--- config.mk ---
export PLATFORM = sky130hd
export DESIGN_NAME = common_safe_time_search_unit
export DESIGN_NICKNAME = d
export VERILOG_FILES = /design/src/sv/cstsu_pkg.sv /design/src/sv/cstsu_ctrl.sv /design/src/sv/cstsu_dp.sv /design/src/sv/common_safe_time_search_unit.sv
export SDC_FILE = /design/constraint.sdc
export NUM_CORES = 2
export LEC_CHECK = 0
export BUFFER_PORTS_ARGS = -buffer_cell sky130_fd_sc_hd__clkbuf_2
export CORE_MARGIN = 2
export CORE_UTILIZATION = 60
export CTS_CLUSTER_SIZE = 8
export DETAILED_ROUTE_END_ITERATION = 8
export HOLD_SLACK_MARGIN = 0.15
export PLACE_DENSITY = 0.75
export REMOVE_ABC_BUFFERS = 1
export SYNTH_ARGS = -nofsm -noshare
export SYNTH_HDL_FRONTEND = slang
export SYNTH_HIERARCHICAL = 1
export SYNTH_SLANG_ARGS = --single-unit
--- constraint.sdc ---
create_clock -name clock -period 18.9 [get_ports clock]
set_clock_uncertainty 0.15 [all_clocks]
set_input_delay 3.78 -clock clock [delete_from_list [all_inputs] [get_ports clock]]
set_output_delay 3.78 -clock clock [all_outputs]
set_load 0.03 [all_outputs]
--- src/sv/cstsu_pkg.sv ---
// cstsu_pkg: shared widths, controller states and the command/status structs
// used by the safe time search controller, datapath and top level
// no dependencies
package cstsu_pkg;

   // field widths
   localparam int SPEED_W   = 14;
   localparam int IDX_W     = 14;
   localparam int NUM_W     = IDX_W + 2;
   localparam int PROD_W    = NUM_W + SPEED_W;
   localparam int WIT_NUM_W = 15;
   localparam int WIT_DEN_W = 16;
   localparam int RUNNERS   = 4;
   localparam int SEL_W     = 2;

   // largest meaningful speed
   localparam int MAX_SPEED = 16383;

   // stream payload widths
   localparam int REQ_DATA_W = 56;
   localparam int RSP_DATA_W = 32;

   // runner used for the first compare of each pass
   localparam logic [SEL_W-1:0] FIRST_SEL = SEL_W'(1);
   localparam logic [SEL_W-1:0] LAST_SEL  = SEL_W'(RUNNERS - 1);

   typedef enum logic [1:0] {
      ST_IDLE,
      ST_SCAN,
      ST_CHECK,
      ST_FINISH
   } state_type;

   // controller to datapath
   typedef struct packed {
      logic             load;
      logic             scan;
      logic [SEL_W-1:0] sel;
      logic             advance;
      logic             done;
      logic             hit;
      logic             out_load;
   } cmd_type;

   // datapath to controller
   typedef struct packed {
      logic bad_speed;
      logic over_half;
      logic meet;
      logic out_free;
   } status_type;

endpackage

--- src/sv/cstsu_ctrl.sv ---
// cstsu_ctrl: sequencer for the interval sweep, one runner compare per scan cycle
// depends on cstsu_pkg
module cstsu_ctrl (
   input  logic                  clock,
   input  logic                  reset,
   input  logic                  req_tvalid,
   output logic                  req_tready,
   input  cstsu_pkg::status_type status,
   output cstsu_pkg::cmd_type    cmd
);

   cstsu_pkg::state_type state_ff, state_in;
   logic [cstsu_pkg::SEL_W-1:0] sel_ff, sel_in;

   // state and runner select registers
   always_ff @(posedge clock) begin
      if (reset) begin
         state_ff <= cstsu_pkg::ST_IDLE;
         sel_ff   <= cstsu_pkg::FIRST_SEL;
      end else begin
         state_ff <= state_in;
         sel_ff   <= sel_in;
      end
   end

   // next state
   always_comb begin
      state_in = state_ff;
      sel_in   = sel_ff;
      case (state_ff)
         cstsu_pkg::ST_IDLE: begin
            sel_in = cstsu_pkg::FIRST_SEL;
            if (req_tvalid) begin
               state_in = cstsu_pkg::ST_SCAN;
            end
         end
         cstsu_pkg::ST_SCAN: begin
            if (sel_ff == cstsu_pkg::LAST_SEL) begin
               state_in = cstsu_pkg::ST_CHECK;
            end else begin
               sel_in = sel_ff + cstsu_pkg::SEL_W'(1);
            end
         end
         cstsu_pkg::ST_CHECK: begin
            sel_in = cstsu_pkg::FIRST_SEL;
            if (status.bad_speed || status.over_half || status.meet) begin
               state_in = cstsu_pkg::ST_FINISH;
            end else begin
               state_in = cstsu_pkg::ST_SCAN;
            end
         end
         cstsu_pkg::ST_FINISH: begin
            if (status.out_free) begin
               state_in = cstsu_pkg::ST_IDLE;
            end
         end
         default: begin
            state_in = cstsu_pkg::ST_IDLE;
         end
      endcase
   end

   // command outputs
   always_comb begin
      cmd        = '0;
      cmd.sel    = sel_ff;
      req_tready = 1'b0;
      case (state_ff)
         cstsu_pkg::ST_IDLE: begin
            req_tready = 1'b1;
            cmd.load   = req_tvalid;
         end
         cstsu_pkg::ST_SCAN: begin
            cmd.scan = 1'b1;
         end
         cstsu_pkg::ST_CHECK: begin
            if (status.bad_speed || status.over_half) begin
               cmd.done = 1'b1;
            end else if (status.meet) begin
               cmd.done = 1'b1;
               cmd.hit  = 1'b1;
            end else begin
               cmd.advance = 1'b1;
            end
         end
         cstsu_pkg::ST_FINISH: begin
            cmd.out_load = status.out_free;
         end
         default: begin
            cmd = '0;
         end
      endcase
   end

`ifndef ASSERT_OFF
   // a result is only handed over after a pass ended the search, and handing it over returns the sequencer to idle
   a_out_after_finish: assert property (@(posedge clock) disable iff (reset)
      cmd.out_load |=> state_ff == cstsu_pkg::ST_IDLE)
      else $error("result load did not return the sequencer to idle");
`endif

endmodule

--- src/sv/cstsu_dp.sv ---
// cstsu_dp: runner speeds, interval indices, running max/min of the interval
// ends with cross-multiply compares, and the result register
// depends on cstsu_pkg
module cstsu_dp (
   input  logic                                clock,
   input  logic                                reset,
   input  logic [cstsu_pkg::REQ_DATA_W-1:0]    req_data,
   input  cstsu_pkg::cmd_type                  cmd,
   output cstsu_pkg::status_type               status,
   input  logic                                rsp_ready,
   output logic                                rsp_valid,
   output logic                                rsp_found,
   output logic [cstsu_pkg::WIT_NUM_W-1:0]     rsp_num,
   output logic [cstsu_pkg::WIT_DEN_W-1:0]     rsp_den
);

   localparam int SW = cstsu_pkg::SPEED_W;
   localparam int NW = cstsu_pkg::NUM_W;
   localparam int PW = cstsu_pkg::PROD_W;

   logic [SW-1:0]               spd_ff [cstsu_pkg::RUNNERS];
   logic [cstsu_pkg::IDX_W-1:0] idx_ff [cstsu_pkg::RUNNERS];
   logic [NW-1:0]               low_num_ff, up_num_ff;
   logic [SW-1:0]               low_den_ff, up_den_ff;
   logic [cstsu_pkg::SEL_W-1:0] first_ff;
   logic                        hit_ff;
   logic                        rsp_valid_ff;
   logic                        rsp_found_ff;
   logic [cstsu_pkg::WIT_NUM_W-1:0] rsp_num_ff;
   logic [cstsu_pkg::WIT_DEN_W-1:0] rsp_den_ff;

   logic [NW-1:0] cur_lo_num, cur_hi_num;
   logic [SW-1:0] cur_den;
   logic [NW-1:0] base_lo_num, base_up_num;
   logic [SW-1:0] base_lo_den, base_up_den;
   logic [cstsu_pkg::SEL_W-1:0] base_first;
   logic [NW-1:0] a_xn, a_yn;
   logic [SW-1:0] a_xd, a_yd;
   logic [PW-1:0] a_left, a_right, b_left, b_right;
   logic          a_below, b_below;
   logic          bad_speed;

   // interval ends of the runner under compare
   assign cur_lo_num = {idx_ff[cmd.sel], 2'b01};
   assign cur_hi_num = {idx_ff[cmd.sel], 2'b11};
   assign cur_den    = spd_ff[cmd.sel];

   // first compare of a pass starts from runner zero's interval
   always_comb begin
      if (cmd.sel == cstsu_pkg::FIRST_SEL) begin
         base_lo_num = {idx_ff[0], 2'b01};
         base_lo_den = spd_ff[0];
         base_up_num = {idx_ff[0], 2'b11};
         base_up_den = spd_ff[0];
         base_first  = '0;
      end else begin
         base_lo_num = low_num_ff;
         base_lo_den = low_den_ff;
         base_up_num = up_num_ff;
         base_up_den = up_den_ff;
         base_first  = first_ff;
      end
   end

   // compare pair a: lower ends while scanning, upper min against lower max at check
   always_comb begin
      if (cmd.scan) begin
         a_xn = base_lo_num;
         a_xd = base_lo_den;
         a_yn = cur_lo_num;
         a_yd = cur_den;
      end else begin
         a_xn = up_num_ff;
         a_xd = up_den_ff;
         a_yn = low_num_ff;
         a_yd = low_den_ff;
      end
   end

   assign a_left  = PW'(a_xn) * PW'(a_yd);
   assign a_right = PW'(a_yn) * PW'(a_xd);
   assign a_below = a_left < a_right;

   // compare pair b: upper ends while scanning
   assign b_left  = PW'(cur_hi_num) * PW'(base_up_den);
   assign b_right = PW'(base_up_num) * PW'(cur_den);
   assign b_below = b_left < b_right;

   // zero or out of range speed ends the search with no result
   always_comb begin
      bad_speed = 1'b0;
      for (int i = 0; i < cstsu_pkg::RUNNERS; i++) begin
         if (spd_ff[i] == '0 || spd_ff[i] > SW'(cstsu_pkg::MAX_SPEED)) begin
            bad_speed = 1'b1;
         end
      end
   end

   // status back to the sequencer
   assign status.bad_speed = bad_speed;
   assign status.over_half = low_num_ff > {1'b0, low_den_ff, 1'b0};
   assign status.meet      = !a_below;
   assign status.out_free  = !rsp_valid_ff || rsp_ready;

   // speeds and interval indices
   always_ff @(posedge clock) begin
      if (cmd.load) begin
         for (int i = 0; i < cstsu_pkg::RUNNERS; i++) begin
            spd_ff[i] <= req_data[i*SW +: SW];
            idx_ff[i] <= '0;
         end
      end else if (cmd.advance) begin
         idx_ff[first_ff] <= idx_ff[first_ff] + cstsu_pkg::IDX_W'(1);
      end
   end

   // running lower max and upper min
   always_ff @(posedge clock) begin
      if (cmd.scan) begin
         if (a_below) begin
            low_num_ff <= cur_lo_num;
            low_den_ff <= cur_den;
         end else begin
            low_num_ff <= base_lo_num;
            low_den_ff <= base_lo_den;
         end
         if (b_below) begin
            up_num_ff <= cur_hi_num;
            up_den_ff <= cur_den;
            first_ff  <= cmd.sel;
         end else begin
            up_num_ff <= base_up_num;
            up_den_ff <= base_up_den;
            first_ff  <= base_first;
         end
      end
   end

   // search outcome
   always_ff @(posedge clock) begin
      if (cmd.done) begin
         hit_ff <= cmd.hit;
      end
   end

   // result register
   always_ff @(posedge clock) begin
      if (reset) begin
         rsp_valid_ff <= 1'b0;
      end else if (cmd.out_load) begin
         rsp_valid_ff <= 1'b1;
      end else if (rsp_ready) begin
         rsp_valid_ff <= 1'b0;
      end
   end

   always_ff @(posedge clock) begin
      if (cmd.out_load) begin
         rsp_found_ff <= hit_ff;
         if (hit_ff) begin
            rsp_num_ff <= low_num_ff[cstsu_pkg::WIT_NUM_W-1:0];
            rsp_den_ff <= {low_den_ff, 2'b00};
         end else begin
            rsp_num_ff <= '0;
            rsp_den_ff <= '0;
         end
      end
   end

   assign rsp_valid = rsp_valid_ff;
   assign rsp_found = rsp_found_ff;
   assign rsp_num   = rsp_num_ff;
   assign rsp_den   = rsp_den_ff;

`ifndef ASSERT_OFF
   // a loaded result is offered in the next cycle
   a_load_valid: assert property (@(posedge clock) disable iff (reset)
      cmd.out_load |=> rsp_valid_ff)
      else $error("loaded result not offered");

   // a miss carries a zero witness
   a_miss_zero: assert property (@(posedge clock) disable iff (reset)
      rsp_valid_ff && !rsp_found_ff |-> rsp_num_ff == '0 && rsp_den_ff == '0)
      else $error("miss with nonzero witness");

   // a witness lies in (0, 1/2]
   a_hit_half: assert property (@(posedge clock) disable iff (reset)
      rsp_valid_ff && rsp_found_ff |->
         rsp_den_ff != '0 && {rsp_num_ff, 1'b0} <= {1'b0, rsp_den_ff})
      else $error("witness outside the first half unit");

   // an advance only follows a full scan pass
   a_adv_after_scan: assert property (@(posedge clock) disable iff (reset)
      cmd.advance |-> $past(cmd.scan) && $past(cmd.sel) == cstsu_pkg::LAST_SEL)
      else $error("index advanced without a completed scan");
`endif

endmodule

--- src/sv/common_safe_time_search_unit.sv ---
// common_safe_time_search_unit: earliest common safe time of four runners
// the search runs in passes; passes = 1 + number of index advances, bounded by about
// the sum of the speeds over two; each pass scans runners one to three through the
// shared cross-multiply compare pairs, then makes one check
// one item at a time; the next item is taken while a result waits in the output register
// reset: synchronous active high, clears the sequencer and the result valid flag
module common_safe_time_search_unit (
   input  logic                                clock,
   input  logic                                reset,
   input  logic                                req_tvalid,
   output logic                                req_tready,
   // speed_a[13:0], speed_b[27:14], speed_c[41:28], speed_d[55:42]
   input  logic [cstsu_pkg::REQ_DATA_W-1:0]    req_tdata,
   output logic                                rsp_tvalid,
   input  logic                                rsp_tready,
   // witness_num[14:0], witness_den[30:15], zero [31]
   output logic [cstsu_pkg::RSP_DATA_W-1:0]    rsp_tdata,
   // found[0]
   output logic                                rsp_tuser
);

   cstsu_pkg::cmd_type    cmd;
   cstsu_pkg::status_type status;
   logic [cstsu_pkg::WIT_NUM_W-1:0] rsp_num;
   logic [cstsu_pkg::WIT_DEN_W-1:0] rsp_den;

   // sequencer
   cstsu_ctrl u_ctrl (
      .clock      (clock),
      .reset      (reset),
      .req_tvalid (req_tvalid),
      .req_tready (req_tready),
      .status     (status),
      .cmd        (cmd)
   );

   // datapath
   cstsu_dp u_dp (
      .clock     (clock),
      .reset     (reset),
      .req_data  (req_tdata),
      .cmd       (cmd),
      .status    (status),
      .rsp_ready (rsp_tready),
      .rsp_valid (rsp_tvalid),
      .rsp_found (rsp_tuser),
      .rsp_num   (rsp_num),
      .rsp_den   (rsp_den)
   );

   // pack the result item
   assign rsp_tdata = {1'b0, rsp_den, rsp_num};

endmodule

==> impl_metrics.env <==
export IMPL_pre_cts_ws_ns=5.00
export IMPL_period_needed_ns=14.02
export IMPL_antenna_found_initial=8
export IMPL_die_area_um2=70500
export IMPL_crit_type="register to register"
export IMPL_routabilityCongestion=0.980
export IMPL_clkLatencyLatePin_ns=0.58
export IMPL_place_hpwl_um=99500
export IMPL_rsz0062_at_grt="false"
export IMPL_syn_area_um2=41000
export IMPL_startpoint_type="register"
export IMPL_final_nets=5721
export IMPL_syn_inst=4507
export IMPL_wl_per_cell_um=22.7
export IMPL_die_h_um=266
export IMPL_drive_above_1_share=0.0601
export IMPL_post_cts_setup_buffers=0
export IMPL_crit_path_end="u_dp/idx_ff[2][1]"
export IMPL_synth_xor_xnor_area_share=0.0243
export IMPL_worstPathRequired_ns=18.96
export IMPL_synth_flop_cell="edfxtp_1"
export IMPL_crit_start="u_ctrl/sel_ff[1]"
export IMPL_synth_area_per_cell_um2=9.10
export IMPL_min_path_type="register to register"
export IMPL_synth_area_mux_share=0.0379
export IMPL_core_area_um2=67400
export IMPL_grt_max_degree=128
export IMPL_synth_top_family_by_area="adder cells"
export IMPL_period_share=0.742
export IMPL_tightest_slew_ns=1.26
export IMPL_vias_per_cell=6.01
export IMPL_holdWs_ns=0.359
export IMPL_synth_distinct_cells=74
export IMPL_cp_common_cell="fa_1"
export IMPL_setup_ws_ns=4.88
export IMPL_end_kind="register"
export IMPL_drv_slew=0
export IMPL_cts_sinks=212
export IMPL_clock_path_buffers=3
export IMPL_finalHoldViolCount=0
export IMPL_mostFrequentLayoutCells="inv_1, fa_1, nand2_1, nor2_1, ha_1"
export IMPL_maxSlewHeadroom=0.161
export IMPL_root_buffer="clkbuf_16"
export IMPL_cts_repair_resized=0
export IMPL_start_util=0.609
export IMPL_clkTransAtPathRegs_ns=0.05
export IMPL_drv_cap=0
export IMPL_num_io_pins=95
export IMPL_cts_htree_levels=1
export IMPL_reg2reg_slack_ns=4.88
export IMPL_area_growth_syn_to_layout_pct=5.84
export IMPL_grt_overflow=0
export IMPL_synth_simple_gate_area_frac=0.145
export IMPL_final_core_util=0.644
export IMPL_drtAntennaViolNets=0
export IMPL_via_count=32800
export IMPL_seq_area_frac_synth=0.153
export IMPL_status="complete, no violations"
export IMPL_tritoncts="yes"
export IMPL_final_common_cell="inv_1"
export IMPL_worstPathMaxFanout=53
export IMPL_arrival_ns=14.08
export IMPL_cts_buffers=31
export IMPL_drc=0
export IMPL_setup_viol=0
export IMPL_async_flop_share=0
export IMPL_r2r_cells=39
export IMPL_crit_slowest_cell="a211oi_1"
export IMPL_fmax_mhz=71.3
export IMPL_track_usage=0.358
export IMPL_synth_edf_count=205
export IMPL_yosys_warnings=6
export IMPL_cts_hold_buffers=0
export IMPL_drt_first_pass_iters=6
export IMPL_numPortBuffers=91
export IMPL_grt_pass1_vias=33100
export IMPL_dr_first_iter_drc_count=3597
export IMPL_die_x_um=266
export IMPL_synth_seq_cells=212
export IMPL_rows=95
export IMPL_yosys_area_share_adder=0.459
export IMPL_regToRegStartpoint="u_ctrl/sel_ff[1]"
export IMPL_grt_pass1_wl_um=191000
export IMPL_max_stage_delay_ns=0.83
export IMPL_drt_total_wl_um=124000
export IMPL_synth_compound_area_frac=0.0893
export IMPL_rr_endpoint="u_dp/idx_ff[2][1]"
==> metal layers <==
layer	wire, um	global-route usage
met1	46600	0.474
met4	7340	0.177
met2	53700	0.541
met5	32	0
met3	16000	0.104
==> how the worst min path moves through the flow <==
stage,start,endpoint,slack [ns],cells past startpoint
after floorplan,u_ctrl/state_ff[0],u_ctrl/state_ff[0],0.33,2
after global placement,u_dp/rsp_valid,u_dp/rsp_valid,0.35,2
after detailed placement,u_dp/rsp_valid,u_dp/rsp_valid,0.36,2
after CTS,u_dp/rsp_valid,u_dp/rsp_valid,0.37,2
after global routing,u_dp/rsp_valid,u_dp/rsp_valid,0.39,2
final,u_dp/rsp_valid,u_dp/rsp_valid,0.36,2
==> metrics by stage <==
step	std cells	cell area (um^2)	setup TNS, ns
final	5454	43400	0
after global routing	5450	43400	0
after CTS	5449	43400	0
after detailed placement	5391	42500	0
after global placement	5391	42500	0
after floorplan	4362	40400	-193.16
==> flip-flops by register name, summed over array words and instances, names as in the netlist, named ones only <==
register         flops
u_dp/idx_ff         56
u_dp/rsp_valid       1
u_dp/rsp_den        14
u_dp/up_num_ff      16
u_dp/low_den_ff     14
u_ctrl/state_ff      2
u_dp/spd_ff         56
u_dp/low_num_ff     16
u_dp/up_den_ff      14
u_dp/hit_ff          1
u_ctrl/sel_ff        2
u_dp/rsp_found       1
u_dp/first_ff        2
u_dp/rsp_num        15
==> synthesized netlist by cell type (5+ instances only) <==
library cell,count,area share
inv_1,826,0.076
fa_1,660,0.32
nand2_1,575,0.053
nor2_1,516,0.047
ha_1,450,0.14
edfxtp_1,205,0.15
a21oi_1,204,0.025
a21o_1,115,0.021
clkbuf_1,111,0.010
and2_1,95,0.014
o21ai_0,82,0.010
xnor2_1,69,0.015
mux2i_1,61,0.015
o21a_1,50,0.0091
xor2_1,45,0.0096
nand2b_1,37,0.0056
mux2_2,36,0.0099
nand4_1,27,0.0041
nor2b_1,25,0.0038
mux4_2,24,0.013
nor3_1,24,0.0029
nand3_1,22,0.0027
o21ai_1,22,0.0027
nor4_1,20,0.0030
o21bai_1,19,0.0035
buf_1,17,0.0016
a211oi_1,14,0.0026
or3_1,13,0.0020
and3_1,12,0.0018
o211ai_1,10,0.0018
buf_2,8,0.00098
a31oi_1,7,0.0011
buf_4,7,0.0013
dfxtp_1,7,0.0034
o31ai_1,6,0.0011
a31o_2,5,0.0011
==> critical path: cells and delay by family, from the launching register on <==
kind / cells / cell delay (ns)
compound gates: 16 / 4.53
fa+ha+maj: 8 / 3.54
simple gates: 8 / 3.30
buf+inv: 6 / 1.56
flops: 1 / 0.31
xor+xnor: 1 / 0.18
==> area by class of cell <==
cell class / count / area [um^2]
fill: 5539 / 24000
tap: 873 / 1090
sequential: 212 / 6300
clock buffer: 55 / 887
clock inverter: 3 / 30.0
antenna: 5 / 12.5
inverter: 831 / 3120
timing repair buffer: 156 / 956
multi-input combinational: 3319 / 31000
==> logic make-up after synthesis <==
logic type / after synthesis
buffers and inverters: 977
other: 2
and+or+nand+nor: 1390
muxes: 121
DFF: 212
AOI/OAI and AO/OA: 581
xor gates and xnor gates: 114
adders and majority gates: 1110
Power is left out: the tool's default activity adds up to more than one toggle a clock period on the data nets, which glitch-free logic cannot reach.
